[config.mk]
export PLATFORM = sky130hd
export DESIGN_NAME = grid_neighbor_mine_count
export DESIGN_NICKNAME = d
export VERILOG_FILES = /design/src/design/gnmc_pkg.sv /design/src/design/gnmc_ram.sv /design/src/design/gnmc_ctrl.sv /design/src/design/gnmc_window.sv /design/src/design/grid_neighbor_mine_count.sv
export SDC_FILE = /design/constraint.sdc
export NUM_CORES = 1
export LEC_CHECK = 0
export ABC_AREA = 0
export BUFFER_PORTS_ARGS = -buffer_cell sky130_fd_sc_hd__buf_2
export CAP_MARGIN = 20
export CORE_AREA = 2 2 224 226
export CTS_CLUSTER_SIZE = 20
export DETAILED_ROUTE_END_ITERATION = 8
export DIE_AREA = 0 0 226 228
export GPL_TIMING_DRIVEN = 0
export PLACE_DENSITY = 0.62
export SLEW_MARGIN = 20
export SYNTH_ARGS = -nofsm -noshare
export SYNTH_HDL_FRONTEND = slang
export SYNTH_SLANG_ARGS = --single-unit
export TNS_END_PERCENT = 5
[constraint.sdc]
create_clock -name clock -period 5.2 [get_ports clock]
set_input_delay 0.26 -clock clock [delete_from_list [all_inputs] [get_ports clock]]
set_output_delay 0.26 -clock clock [all_outputs]
set_load 0.02 [all_outputs]
[src/design/gnmc_pkg.sv]
`timescale 1ns / 1ps
// ---------------------------------------------------------------------------
// gnmc_pkg: shared types and constants for the grid neighbor mine counter
// Request/result payloads, control structs between the counter blocks,
// register indexes and field widths.
// ---------------------------------------------------------------------------
package gnmc_pkg;

   localparam int COL_W      = 8;
   localparam int ROW_W      = 10;
   localparam int CODE_W     = 4;
   localparam int PEND_W     = COL_W + 1;
   localparam int CSR_IDX_W  = 2;
   localparam int CSR_DATA_W = 10;

   localparam logic [CODE_W-1:0] MINE_CODE = 4'd9;

   localparam logic MODE_CELL  = 1'b0;
   localparam logic MODE_FLUSH = 1'b1;

   localparam logic [CSR_IDX_W-1:0] CSR_COLUMNS = 2'd0;
   localparam logic [CSR_IDX_W-1:0] CSR_ROWS    = 2'd1;

   typedef struct packed {
      logic mode;
      logic is_mine;
   } gnmc_req_type;

   typedef struct packed {
      logic [CODE_W-1:0] cell_code;
      logic              row_end;
      logic              frame_end;
   } gnmc_rsp_type;

   // Position flags of the cell whose result is being produced
   typedef struct packed {
      logic top_ok;
      logic bot_ok;
      logic left_ok;
      logic right_ok;
      logic row_end;
      logic frame_end;
      logic lag;
   } gnmc_pos_type;

   // What the current request does to the window and the result path
   typedef struct packed {
      logic         shift;
      logic         bit_in;
      logic         emit;
      gnmc_pos_type pos;
   } gnmc_step_type;

   // 3x3 neighborhood taps; x = newest row, y = middle, z = oldest
   typedef struct packed {
      logic x0;
      logic x1;
      logic x2;
      logic y0;
      logic y1;
      logic y2;
      logic z0;
      logic z1;
      logic z2;
   } gnmc_taps_type;

endpackage

[src/design/gnmc_ram.sv]
`timescale 1ns / 1ps
// ---------------------------------------------------------------------------
// gnmc_ram: generic RAM, one write port, two registered read ports
// Read-first: a read of the address written in the same cycle returns the
// old contents.
// ---------------------------------------------------------------------------
module gnmc_ram #(
   parameter int WIDTH = 1,
   parameter int DEPTH = 258
) (
   input  logic                     clock,
   input  logic                     wr_en,
   input  logic [$clog2(DEPTH)-1:0] wr_addr,
   input  logic [WIDTH-1:0]         wr_data,
   input  logic                     rd_en,
   input  logic [$clog2(DEPTH)-1:0] rd_addr_a,
   input  logic [$clog2(DEPTH)-1:0] rd_addr_b,
   output logic [WIDTH-1:0]         rd_data_a,
   output logic [WIDTH-1:0]         rd_data_b
);

   logic [WIDTH-1:0] mem_ff [DEPTH];

   always_ff @(posedge clock) begin
      if (rd_en) begin
         rd_data_a <= mem_ff[rd_addr_a];
         rd_data_b <= mem_ff[rd_addr_b];
      end
      if (wr_en) begin
         mem_ff[wr_addr] <= wr_data;
      end
   end

endmodule

[src/design/gnmc_ctrl.sv]
`timescale 1ns / 1ps
// ---------------------------------------------------------------------------
// gnmc_ctrl: frame counters and configuration registers
// Tracks input/output positions and the number of pending cells, decides
// per request whether the window shifts and whether a result is produced.
// ---------------------------------------------------------------------------
module gnmc_ctrl #(
   parameter int MAX_COLUMNS = 128
) (
   input  logic                                clock,
   input  logic                                reset,
   input  logic                                req_fire,
   input  gnmc_pkg::gnmc_req_type              req_data,
   input  logic                                csr_we,
   input  logic [gnmc_pkg::CSR_IDX_W-1:0]      csr_index,
   input  logic [gnmc_pkg::CSR_DATA_W-1:0]     csr_data,
   output gnmc_pkg::gnmc_step_type             step,
   output logic [gnmc_pkg::COL_W-1:0]          cols,
   output logic                                lag
);

   localparam int COLS_RST_INT = (MAX_COLUMNS < 128) ? MAX_COLUMNS : 128;
   localparam logic [gnmc_pkg::COL_W-1:0] COLS_RST = gnmc_pkg::COL_W'(COLS_RST_INT);

   logic [gnmc_pkg::COL_W-1:0]  cols_ff, cols_in;
   logic [gnmc_pkg::ROW_W-1:0]  rows_ff, rows_in;
   logic [gnmc_pkg::COL_W-1:0]  in_col_ff, in_col_in;
   logic [gnmc_pkg::ROW_W-1:0]  in_row_ff, in_row_in;
   logic                        in_done_ff, in_done_in;
   logic [gnmc_pkg::COL_W-1:0]  out_col_ff, out_col_in;
   logic [gnmc_pkg::ROW_W-1:0]  out_row_ff, out_row_in;
   logic [gnmc_pkg::PEND_W-1:0] pend_ff, pend_in;

   logic                        is_cell, cell_ok, flush_ok, pend_full;
   logic                        in_col_last, in_row_last, out_col_last, out_row_last;
   logic [gnmc_pkg::COL_W-1:0]  csr_cols;
   logic [gnmc_pkg::ROW_W-1:0]  csr_rows;

   assign cols = cols_ff;
   assign lag  = (rows_ff == gnmc_pkg::ROW_W'(1));

   always_comb begin
      is_cell      = (req_data.mode == gnmc_pkg::MODE_CELL);
      cell_ok      = is_cell && !in_done_ff;
      flush_ok     = !is_cell && in_done_ff && (pend_ff != '0);
      pend_full    = (pend_ff == gnmc_pkg::PEND_W'(cols_ff) + gnmc_pkg::PEND_W'(1));
      in_col_last  = (in_col_ff == cols_ff - gnmc_pkg::COL_W'(1));
      in_row_last  = (in_row_ff == rows_ff - gnmc_pkg::ROW_W'(1));
      out_col_last = (out_col_ff == cols_ff - gnmc_pkg::COL_W'(1));
      out_row_last = (out_row_ff == rows_ff - gnmc_pkg::ROW_W'(1));

      step.shift            = cell_ok || flush_ok;
      step.bit_in           = cell_ok && req_data.is_mine;
      step.emit             = (cell_ok && pend_full) || flush_ok;
      step.pos.top_ok       = (out_row_ff != '0);
      step.pos.bot_ok       = !out_row_last;
      step.pos.left_ok      = (out_col_ff != '0);
      step.pos.right_ok     = !out_col_last;
      step.pos.row_end      = out_col_last;
      step.pos.frame_end    = out_col_last && out_row_last;
      step.pos.lag          = lag;

      // Clamp register writes to the usable range
      csr_cols = csr_data[gnmc_pkg::COL_W-1:0];
      if (csr_cols == '0) begin
         csr_cols = gnmc_pkg::COL_W'(1);
      end else if (32'(csr_data[gnmc_pkg::COL_W-1:0]) > MAX_COLUMNS) begin
         csr_cols = gnmc_pkg::COL_W'(MAX_COLUMNS);
      end
      csr_rows = csr_data[gnmc_pkg::ROW_W-1:0];
      if (csr_rows == '0) begin
         csr_rows = gnmc_pkg::ROW_W'(1);
      end
   end

   always_comb begin
      cols_in    = cols_ff;
      rows_in    = rows_ff;
      in_col_in  = in_col_ff;
      in_row_in  = in_row_ff;
      in_done_in = in_done_ff;
      out_col_in = out_col_ff;
      out_row_in = out_row_ff;
      pend_in    = pend_ff;

      if (csr_we) begin
         unique case (csr_index)
            gnmc_pkg::CSR_COLUMNS: cols_in = csr_cols;
            gnmc_pkg::CSR_ROWS:    rows_in = csr_rows;
            default: ;
         endcase
         // a write to either register restarts the frame; other indexes do nothing
         if (csr_index == gnmc_pkg::CSR_COLUMNS || csr_index == gnmc_pkg::CSR_ROWS) begin
            in_col_in  = '0;
            in_row_in  = '0;
            in_done_in = 1'b0;
            out_col_in = '0;
            out_row_in = '0;
            pend_in    = '0;
         end
      end else if (req_fire) begin
         if (cell_ok) begin
            if (in_col_last) begin
               in_col_in = '0;
               if (in_row_last) begin
                  in_row_in  = '0;
                  in_done_in = 1'b1;
               end else begin
                  in_row_in = in_row_ff + gnmc_pkg::ROW_W'(1);
               end
            end else begin
               in_col_in = in_col_ff + gnmc_pkg::COL_W'(1);
            end
            if (!pend_full) begin
               pend_in = pend_ff + gnmc_pkg::PEND_W'(1);
            end
         end
         if (flush_ok) begin
            pend_in = pend_ff - gnmc_pkg::PEND_W'(1);
         end
         if (step.emit) begin
            if (step.pos.frame_end) begin
               in_col_in  = '0;
               in_row_in  = '0;
               in_done_in = 1'b0;
               out_col_in = '0;
               out_row_in = '0;
               pend_in    = '0;
            end else if (out_col_last) begin
               out_col_in = '0;
               out_row_in = out_row_ff + gnmc_pkg::ROW_W'(1);
            end else begin
               out_col_in = out_col_ff + gnmc_pkg::COL_W'(1);
            end
         end
      end
   end

   always_ff @(posedge clock) begin
      if (reset) begin
         cols_ff    <= COLS_RST;
         rows_ff    <= gnmc_pkg::ROW_W'(1);
         in_col_ff  <= '0;
         in_row_ff  <= '0;
         in_done_ff <= 1'b0;
         out_col_ff <= '0;
         out_row_ff <= '0;
         pend_ff    <= '0;
      end else begin
         cols_ff    <= cols_in;
         rows_ff    <= rows_in;
         in_col_ff  <= in_col_in;
         in_row_ff  <= in_row_in;
         in_done_ff <= in_done_in;
         out_col_ff <= out_col_in;
         out_row_ff <= out_row_in;
         pend_ff    <= pend_in;
      end
   end

endmodule

[src/design/gnmc_window.sv]
`timescale 1ns / 1ps
// ---------------------------------------------------------------------------
// gnmc_window: line history and 3x3 neighborhood taps
// Mine flags go into a ring RAM; two reads one and two rows back feed short
// shift chains that form the window around the cell being reported.
// ---------------------------------------------------------------------------
module gnmc_window #(
   parameter int MAX_COLUMNS = 128
) (
   input  logic                        clock,
   input  logic                        reset,
   input  logic                        shift,
   input  logic                        bit_in,
   input  logic [gnmc_pkg::COL_W-1:0]  cols,
   input  logic                        lag,
   output gnmc_pkg::gnmc_taps_type     taps
);

   localparam int DEPTH = 2 * MAX_COLUMNS + 2;
   localparam int AW    = $clog2(DEPTH);
   localparam int SW    = AW + 1;

   logic [AW-1:0] wptr_ff, wptr_in;
   logic [SW-1:0] cols_s, off_a, off_b, sum_a, sum_b;
   logic [AW-1:0] addr_a, addr_b;
   logic          rd_a, rd_b;
   logic          x0_ff, x1_ff, x2_ff, y1_ff, y2_ff, z1_ff, z2_ff;

   always_comb begin
      wptr_in = wptr_ff;
      if (shift) begin
         wptr_in = (wptr_ff == AW'(DEPTH - 1)) ? '0 : wptr_ff + AW'(1);
      end
      // cols never exceeds MAX_COLUMNS, so offsets stay below DEPTH
      cols_s = SW'(cols);
      off_a  = cols_s;
      // single-row frames read the cell right of center instead of two rows back
      off_b  = lag ? cols_s - SW'(1) : cols_s + cols_s;
      sum_a  = {1'b0, wptr_ff} + SW'(DEPTH) - off_a;
      sum_b  = {1'b0, wptr_ff} + SW'(DEPTH) - off_b;
      if (sum_a >= SW'(DEPTH)) begin
         sum_a = sum_a - SW'(DEPTH);
      end
      if (sum_b >= SW'(DEPTH)) begin
         sum_b = sum_b - SW'(DEPTH);
      end
      addr_a = sum_a[AW-1:0];
      addr_b = sum_b[AW-1:0];
   end

   gnmc_ram #(
      .WIDTH (1),
      .DEPTH (DEPTH)
   ) u_hist (
      .clock     (clock),
      .wr_en     (shift),
      .wr_addr   (wptr_ff),
      .wr_data   (bit_in),
      .rd_en     (shift),
      .rd_addr_a (addr_a),
      .rd_addr_b (addr_b),
      .rd_data_a (rd_a),
      .rd_data_b (rd_b)
   );

   always_ff @(posedge clock) begin
      if (reset) begin
         wptr_ff <= '0;
      end else begin
         wptr_ff <= wptr_in;
      end
   end

   always_ff @(posedge clock) begin
      if (shift) begin
         x0_ff <= bit_in;
         x1_ff <= x0_ff;
         x2_ff <= x1_ff;
         y1_ff <= rd_a;
         y2_ff <= y1_ff;
         z1_ff <= rd_b;
         z2_ff <= z1_ff;
      end
   end

   assign taps.x0 = x0_ff;
   assign taps.x1 = x1_ff;
   assign taps.x2 = x2_ff;
   assign taps.y0 = rd_a;
   assign taps.y1 = y1_ff;
   assign taps.y2 = y2_ff;
   assign taps.z0 = rd_b;
   assign taps.z1 = z1_ff;
   assign taps.z2 = z2_ff;

endmodule

[src/design/grid_neighbor_mine_count.sv]
`timescale 1ns / 1ps
// ---------------------------------------------------------------------------
// grid_neighbor_mine_count: streaming minesweeper adjacent-mine counter
// Cells arrive in raster order; each result is 9 for a mine, else the count
// of mines among the in-grid neighbors, tagged with row and frame end.
// ---------------------------------------------------------------------------
// Usage:
//   req_*  : one cell (mode 0) or flush tick (mode 1) per request.
//   rsp_*  : one result per producing request, in raster order.
//   csr_*  : index 0 = columns, index 1 = rows; taken only while idle and no
//            request is offered. Writing either register restarts the frame
//            (line history kept); other indexes change nothing.
// A cell's result is produced by the request columns+1 cells later; once the
// whole frame is in, each flush request drains one pending result.
// Pipeline: the accepting edge loads the window stage, and the result
// register loads from it as soon as that register is free.
// Throughput: one request per cycle unless rsp stalls; the history RAM is
// written and read once per window shift; the count is a single adder tree.
// Reset: counters cleared, columns = 128 (capped at MAX_COLUMNS), rows = 1.
// The history RAM is not cleared; reads outside the grid are masked.
// When rsp is stalled the result register holds, one more producing request
// may enter the window stage, and after that req_stall is raised.
// ---------------------------------------------------------------------------
module grid_neighbor_mine_count #(
   parameter int MAX_COLUMNS = 128
) (
   input  logic                                clock,
   input  logic                                reset,
   input  logic                                req_valid,
   output logic                                req_stall,
   input  gnmc_pkg::gnmc_req_type              req_data,
   output logic                                rsp_valid,
   input  logic                                rsp_stall,
   output gnmc_pkg::gnmc_rsp_type              rsp_data,
   input  logic                                csr_valid,
   output logic                                csr_ready,
   input  logic [gnmc_pkg::CSR_IDX_W-1:0]      csr_index,
   input  logic [gnmc_pkg::CSR_DATA_W-1:0]     csr_data
);

   gnmc_pkg::gnmc_step_type  step;
   gnmc_pkg::gnmc_taps_type  taps;
   gnmc_pkg::gnmc_pos_type   s1_pos_ff;
   gnmc_pkg::gnmc_rsp_type   rsp_data_ff, rsp_data_in;
   logic [gnmc_pkg::COL_W-1:0] cols;
   logic                     lag;
   logic                     s1_valid_ff, s1_valid_in;
   logic                     rsp_valid_ff, rsp_valid_in;
   logic                     s2_load, req_fire, csr_we;
   logic                     center, left_b, right_b;
   logic [gnmc_pkg::CODE_W-1:0] count;

   // Result register frees up when empty or being taken this cycle
   assign s2_load   = !rsp_valid_ff || !rsp_stall;
   assign req_stall = s1_valid_ff && !s2_load;
   assign req_fire  = req_valid && !req_stall;
   // a register write never shares an edge with a request
   assign csr_ready = !s1_valid_ff && !rsp_valid_ff && !req_valid;
   assign csr_we    = csr_valid && csr_ready;

   gnmc_ctrl #(
      .MAX_COLUMNS (MAX_COLUMNS)
   ) u_ctrl (
      .clock     (clock),
      .reset     (reset),
      .req_fire  (req_fire),
      .req_data  (req_data),
      .csr_we    (csr_we),
      .csr_index (csr_index),
      .csr_data  (csr_data),
      .step      (step),
      .cols      (cols),
      .lag       (lag)
   );

   gnmc_window #(
      .MAX_COLUMNS (MAX_COLUMNS)
   ) u_window (
      .clock  (clock),
      .reset  (reset),
      .shift  (req_fire && step.shift),
      .bit_in (step.bit_in),
      .cols   (cols),
      .lag    (lag),
      .taps   (taps)
   );

   // Window stage: taps hold the neighborhood of the cell in s1_pos_ff.
   // Normally the newest tap is the lower-right neighbor, so the center row
   // sits one tap back. Single-row frames drain one step earlier, leaving
   // the center on the newest middle tap and the right neighbor on z0.
   always_comb begin
      center  = s1_pos_ff.lag ? taps.y0 : taps.y1;
      left_b  = s1_pos_ff.lag ? taps.y1 : taps.y2;
      right_b = s1_pos_ff.lag ? taps.z0 : taps.y0;

      count = gnmc_pkg::CODE_W'(taps.z2 & s1_pos_ff.top_ok & s1_pos_ff.left_ok)
            + gnmc_pkg::CODE_W'(taps.z1 & s1_pos_ff.top_ok)
            + gnmc_pkg::CODE_W'(taps.z0 & s1_pos_ff.top_ok & s1_pos_ff.right_ok)
            + gnmc_pkg::CODE_W'(left_b & s1_pos_ff.left_ok)
            + gnmc_pkg::CODE_W'(right_b & s1_pos_ff.right_ok)
            + gnmc_pkg::CODE_W'(taps.x2 & s1_pos_ff.bot_ok & s1_pos_ff.left_ok)
            + gnmc_pkg::CODE_W'(taps.x1 & s1_pos_ff.bot_ok)
            + gnmc_pkg::CODE_W'(taps.x0 & s1_pos_ff.bot_ok & s1_pos_ff.right_ok);

      rsp_data_in.cell_code = center ? gnmc_pkg::MINE_CODE : count;
      rsp_data_in.row_end   = s1_pos_ff.row_end;
      rsp_data_in.frame_end = s1_pos_ff.frame_end;

      s1_valid_in = s1_valid_ff;
      if (req_fire) begin
         s1_valid_in = step.emit;
      end else if (s2_load) begin
         s1_valid_in = 1'b0;
      end

      rsp_valid_in = rsp_valid_ff;
      if (s2_load) begin
         rsp_valid_in = s1_valid_ff;
      end
   end

   always_ff @(posedge clock) begin
      if (reset) begin
         s1_valid_ff  <= 1'b0;
         rsp_valid_ff <= 1'b0;
      end else begin
         s1_valid_ff  <= s1_valid_in;
         rsp_valid_ff <= rsp_valid_in;
      end
   end

   always_ff @(posedge clock) begin
      if (req_fire) begin
         s1_pos_ff <= step.pos;
      end
      if (s2_load && s1_valid_ff) begin
         rsp_data_ff <= rsp_data_in;
      end
   end

   assign rsp_valid = rsp_valid_ff;
   assign rsp_data  = rsp_data_ff;

endmodule

== After elaboration in Yosys (flattened, before gate mapping) ==
Memories as Yosys holds them, arrays and structs flattened. A register that Yosys moved wholly into a read port is not among the register bits.
Index checks and enable logic that the tools add are counted.

* Add/sub/neg operators: 24
* Magnitude comparators: 3
* Equality and inequality tests: 9
* Mux-type cells: 55
* Bitwise logic cells: 13
* Reductions and logical operators: 41

{| class="wikitable"
|+ Operators with widths
! operator !! number
|-
| $mux 10 || 15
|-
| $mux 8 || 14
|-
| $mux 9 || 11
|-
| $add 10x1->10 const B || 2
|-
| $eq 10x10->1 || 2
|-
| $ge 10x9->1 const B || 2
|-
| $add 9x1->9 const B || 2
|-
| $sub 9x9->9 const B || 2
|-
| $add 4x1->4 || 4
|-
| $add 8x1->8 const B || 2
|-
| $eq 8x8->1 || 2
|-
| $mux 1 || 15
|-
| $logic_and 1x1->1 || 13
|-
| $and 1x1->1 || 12
|-
| $add 9x9->10 const B || 1
|-
| $eq 10x1->1 const B || 1
|-
| $logic_not 10->1 || 1
|-
| $reduce_bool 10->1 || 1
|-
| $sub 10x1->10 const B || 1
|-
| $sub 10x10->10 || 1
|-
| $sub 10x8->10 || 1
|-
| $add 8x1->9 const B || 1
|-
| $add 8x8->9 || 1
|-
| $eq 9x9->1 || 1
|-
| 22 further kinds || 37
|}

* Bits in registers: 95
* RAM bits: 258
* Input bits: 19
* Output and inout port bits: 9
* Memories: 1

{| class="wikitable"
|+ Memories
! memory !! depth !! width !! read ports !! clocked after Yosys merged registers in !! write ports !! RTL line !! RTL
|-
| u_window.u_hist.mem_ff || 258 || 1 || 2 || 2 || 1 || gnmc_ram.sv:22 || <nowiki>logic [WIDTH-1:0] mem_ff [DEPTH];</nowiki>
|}

== Logic depth before layout (Yosys ltp) ==
* Word-level depth: 9
* Depth in mapped cells: 26

== Hierarchy ==
From an unflattened synthesis, not the netlist that was laid out.

* Cell total of the unflattened synthesis: 2,006
* Area, all modules: 21,725.8 µm²

{| class="wikitable"
|+ Modules (own cells, without submodules)
! module !! instances !! cells each !! area an instance (µm²) !! seq. area each (µm²)
|-
| gnmc_ram || 1 || 1,019 || 13,720.7 || 7,807.5
|-
| gnmc_ctrl || 1 || 639 || 4,889.7 || 1,281.2
|-
| gnmc_window || 1 || 290 || 2,356.0 || 390.4
|-
| grid_neighbor_mine_count || 1 || 58 || 759.5 || 430.4
|}

== Worst setup path before layout ==
Ideal clock, no wire load.

* Path kind: flip-flop to flip-flop
* From: register u_ctrl.cols_ff, in the netlist u_ctrl.cols[0]
* To: register u_window.u_hist.rd_data_b, read port of u_window.u_hist.mem_ff, data pin
* Library setup time: 0.264 ns
* Data arrival time: 5.222 ns
* Path slack: -0.286 ns
* Cell stages (with the launch flop): 24
* Cell sequence: dfxtp_1 > clkbuf_1 > inv_1 > ha_1 > nor3b_1 > nand3_1 > xnor2_1 > nor2_1 > a21oi_1 > ha_1 > nand2_1 > nand2_1 > or4_1 > a31o_1 > o41ai_4 > a21oi_2 > nor2_2 > buf_6 > mux4_2 > mux2_2 > o221ai_1 > a211oi_1 > and3b_1 > a31oi_1

* Cells in the longest elaborated chain, start to end: 5
* Elaborated cells between the ends (all ways): 7

{| class="wikitable"
|+ RTL lines
! item !! RTL line !! RTL
|-
| start: declaration || gnmc_ctrl.sv:25 || <nowiki>logic [gnmc_pkg::COL_W-1:0] cols_ff, cols_in;</nowiki>
|-
| start signal: assignment || gnmc_ctrl.sv:150 || <nowiki>cols_ff <= cols_in;</nowiki>
|-
| $add 8x8->9 or $sub 8x1->9 (tied branches) || gnmc_window.sv:38 || <nowiki>off_b = lag ? cols_s - SW'(1) : cols_s + cols_s;</nowiki>
|-
| $mux 10 * || gnmc_window.sv:38 ||
|-
| $sub 10x10->10 * || gnmc_window.sv:40 || <nowiki>sum_b = {1'b0, wptr_ff} + SW'(DEPTH) - off_b;</nowiki>
|-
| $sub 9x9->9 or $ge 10x9->1 (tied branches) || gnmc_window.sv:45, gnmc_window.sv:44 ||
|-
| $mux 9 * || gnmc_window.sv:44 || <nowiki>if (sum_b >= SW'(DEPTH)) begin</nowiki>
|-
| end: declaration || gnmc_ram.sv:19 || <nowiki>output logic [WIDTH-1:0] rd_data_b</nowiki>
|}

Every way passes the cells marked *; elsewhere a longest branch is shown, timed or not.
A chain may end at the register's enable or synchronous reset.

== Worst setup path after layout ==
* From: register u_ctrl.rows_ff[8] (netlist bit)
* To: register u_window.u_hist.rd_data_b, read port of u_window.u_hist.mem_ff, data pin

* Cells in the longest elaborated chain, start to end: 5
* Elaborated cells between the ends (all ways): 6

{| class="wikitable"
|+ RTL lines
! item !! RTL line !! RTL
|-
| start: declaration || gnmc_ctrl.sv:26 || <nowiki>logic [gnmc_pkg::ROW_W-1:0] rows_ff, rows_in;</nowiki>
|-
| start signal: assignment || gnmc_ctrl.sv:142 || <nowiki>rows_ff <= gnmc_pkg::ROW_W'(1);</nowiki>
|-
| start signal: assignment || gnmc_ctrl.sv:151 || <nowiki>rows_ff <= rows_in;</nowiki>
|-
| $eq 10x1->1 * || gnmc_ctrl.sv:40 || <nowiki>assign lag = (rows_ff == gnmc_pkg::ROW_W'(1));</nowiki>
|-
| $mux 10 * || gnmc_window.sv:38 ||
|-
| $sub 10x10->10 * || gnmc_window.sv:40 ||
|-
| $sub 9x9->9 or $ge 10x9->1 (tied branches) || gnmc_window.sv:45, gnmc_window.sv:44 ||
|-
| $mux 9 * || gnmc_window.sv:44 ||
|}

Marks and branches as above.

==> results.md <==
- CTS sink count: around 360
- Root Driver: clkbuf_16
- Reg clk slew, reported paths: approximately 0.06 ns
- GPL Wtd Cong: ~1.0
- GR Overflow Total: 0
- Footprint of the multi-input gates: ~12000 um2
- First-pass GRT wire length: 124000 um
- Synth warn: 0
- Post-synth EDFFs: 280
- Largest net degree at the start of global routing: 75
- Setup violators final: 2
- HP Class: input port to flop
- Mapped Cells: ~2200
- Clock power share: around 30%
- Die Height: between 200 and 250 um
- Placeable core area: about 50000 um2
- Lkg Pwr: 9.16 nW
- CTS Buf Count: 42
- Crit Path Class: flop to flop
- Final setup margin: -0.295 ns
- Area Overhead vs Synth: 19.6%
- Die ar.: 51500 um2
- WHS: between 0.06 and 0.07 ns
- Synth Cell Area: roughly 22000 um2
- RR Startpoint: u_ctrl.rows_ff[8]$_SDFFE_PP0P_
- Reg power frac: between 30% and 40%
- Routed wire length: about 86000 um
- Failing checks: negative setup slack
- Synth cell types: 91
- Crit path required time: 5.60 ns
- Filler cell count: 4384
- Commonest cells after routing, fill and taps aside: 398 x nor2_1, 280 x edfxtp_1, 175 x nand2_1
- Run status: finished, violations left
- Rows: 82
- Worst vdd ir: between 0.0002 and 0.0003 V
- Sequential cell area: slightly below 10000 um2
- Aggregate global-route resource usage: around a third
- Max cap viols: 0
- Worst Tran Pin Value: around 1.2 ns
- Vias per inst: around 6.5
- Fin. Hold Viols: 0
- Peak Freq: 182 MHz
- Crit path to: u_window.u_hist.rd_data_b$_DFFE_PP_
- End of the worst register-to-register path: u_window.u_hist.rd_data_b$_DFFE_PP_
- Seq/Total Area, Yosys: around 45%
- Internal power: about 6.4 mW
- Commonest non-fill, non-tap cell in the layout: nor2_1
- Main synth FF type: edfxtp_1
- Nets: between 2000 and 2500
- Worst setup EP type: flop
- Cells on worst reg2reg path: 17
- Synth Net Count: approximately 2300
- Flop-to-flop setup slack: -0.30 ns
- Routed len/inst: 27.9 um
- First-pass DRT Iterations: 8
- Final design area excluding fillers: 26300 um2
- TritonCTS clock tree: yes
- Slew headroom: 20.9%
- CTS H-tree depth: 2
- Initial antenna violation count: 2
- Port bufs: 26
- Synth Register Bits: ~360
- Ys async rst share: 0%
- CP Max Fanout: 10
- # IOs: 28
- Clk_lat worst skew: approximately 0.59 ns
- Syn Area/Cell: approximately 9.9 um2
- DRC errors left: 0
- Iter 0 DRT Violations: ~2600
- Switch Pwr: approximately 3.8 mW
- Comb power frac: about two fifths
- DRT antenna net count: 0
- Final cycle utilization of the critical path: 106%
- Worst Skew: 0.0282 ns
- Setup crit start kind: flop
- Via count: a little under 20000
- HPWL after DPL: between 50000 and 60000 um
- RSZ-0062 raised after global routing: yes
- Dpl cell area: 23100 um2
- CTS max path bufs: 3
- Layout cells sized above 1: 18.8%
- Initial Util: around 44%
- Fin. max-slew vios: 0
- Vias in the first global route: approximately 19000
- Switch share: 37.4%
- Worst Setup SP: u_ctrl.rows_ff[8]$_SDFFE_PP0P_
- Die Wd: roughly 230 um
- Final min period: ~5.5 ns
- Cell area power density: about 390 nW/um2
- Arrival time worst endpoint: approximately 6 ns
- Fin util: about 53%
worst max-delay path, cell delays in order (launching register included):
cell and delay (ns):
dfxtp_4 0.35, nor4_4 0.29, nand3_2 0.19, buf_8 0.19, nor2_4 0.09, ha_4 0.14, inv_2 0.04, fa_2 0.43
xor2_4 0.32, clkbuf_1 0.61, clkbuf_1 0.81, mux4_2 0.36, mux2i_1 0.07, mux4_2 0.50, nor2_1 0.33, o311a_1 0.31
a31oi_2 0.07, a31oi_4 0.23
what timing repair did:
action,4_1_cts,5_1_grt
endpoints found under the setup margin,2,5
hold endpoints to repair,15,0
gates cloned,1,0
gates resized for setup,192,95
hold buffers,10,0
pin swaps,34,40
setup buffers,36,33
cells by family after synthesis:
logic type | after synthesis | share of synthesized area, %
compound gates | 394 | 11.7
xor+xnor | 110 | 4.46
fa+ha+maj | 45 | 2.77
buf+inv | 193 | 3.67
flops | 355 | 45.2
mux | 188 | 12.7
simple gates | 924 | 19.5
Yosys cell counts (45+ instances only):
cell type,n,area share (%)
nor2_1,406,6.9
edfxtp_1,280,38
nand2_1,177,3.0
mux2i_1,107,4.9
clkbuf_1,105,1.8
a21oi_1,100,2.3
nand3_1,85,1.9
o21ai_0,78,1.8
dfxtp_1,75,6.8
mux4_2,72,7.4
xnor2_1,54,2.2
xor2_1,54,2.2
inv_1,49,0.84
nor3_1,45,1.0
metrics by stage:
step	setup TNS, ns	worst slack [ns]	instances	power, mW
final	-0.564	-0.295	3067	10.2
after global routing	-0.700	-0.381	3065	10.4
after CTS	-0.617	-0.324	3033	9.76
after detailed placement	-4.55	-2.53	2912	6.38
after global placement	-721.67	-2.78	2907	6.36
after floorplan	0	0.00639	2209	5.24
sequential cells by signal (all words and copies together) (netlist names), 2 cells and up:
register and cells:
u_ctrl.out_row_ff 10, u_window.wptr_ff 9, u_ctrl.in_row_ff 10, u_ctrl.out_col_ff 8, s1_pos_ff 5, u_ctrl.in_col_ff 8
u_ctrl.rows_ff 10, u_ctrl.cols 8, u_ctrl.pend_ff 9, rsp_data 6, rsp_data_in 2, u_window.u_hist.mem_ff 258
layer usage:
| layer | GRT usage, % | share of wire (%) | vias to the layer above |
|---|---|---|---|
| li1 | - | - | 8497 |
| met5 | 0 | 0.029 | - |
| met3 | 9.12 | 12 | 287 |
| met1 | 43.5 | 39 | 9806 |
| met2 | 49.2 | 44 | 1306 |
| met4 | 16.5 | 5.6 | 4 |
power by group through the flow:
stage	Clock, mW	Sequential [mW]	Combinational (mW)
after detailed placement	0	3.16	3.22
after global routing	3.15	3.10	4.12
after floorplan	0	3.16	2.07
after global placement	0	3.17	3.18
final	3.05	3.10	4.04
after CTS	3.06	3.10	3.60
worst min-delay path by stage:
stage	start	end	cells past startpoint
CTS	req_data[1]	u_ctrl.in_done_ff$_SDFFE_PP0P_	4
global placement	rsp_data_in[1]$_DFFE_PP_	rsp_data[1]$_DFFE_PP_	0
floorplan	csr_data[0]	u_ctrl.rows_ff[0]$_SDFFE_PP1P_	2
finish	req_data[1]	u_ctrl.in_done_ff$_SDFFE_PP0P_	4
global route	req_data[1]	u_ctrl.in_done_ff$_SDFFE_PP0P_	4
detailed placement	rsp_data_in[1]$_DFFE_PP_	rsp_data[1]$_DFFE_PP_	0
layout make-up:
| class | instances | share of cell area (%) |
|---|---|---|
| well taps | 672 | 3.20 |
| clock inverters | 25 | 1.02 |
| inverters | 52 | 0.791 |
| multi-input cells | 1662 | 46.1 |
| clock buffers | 52 | 4.23 |
| diodes | 2 | 0.0191 |
| repair buffers | 110 | 3.42 |
| flip-flops and latches | 355 | 37.8 |
| plain buffers | 137 | 3.34 |
Note: power is estimated with default switching activity, not from simulation.
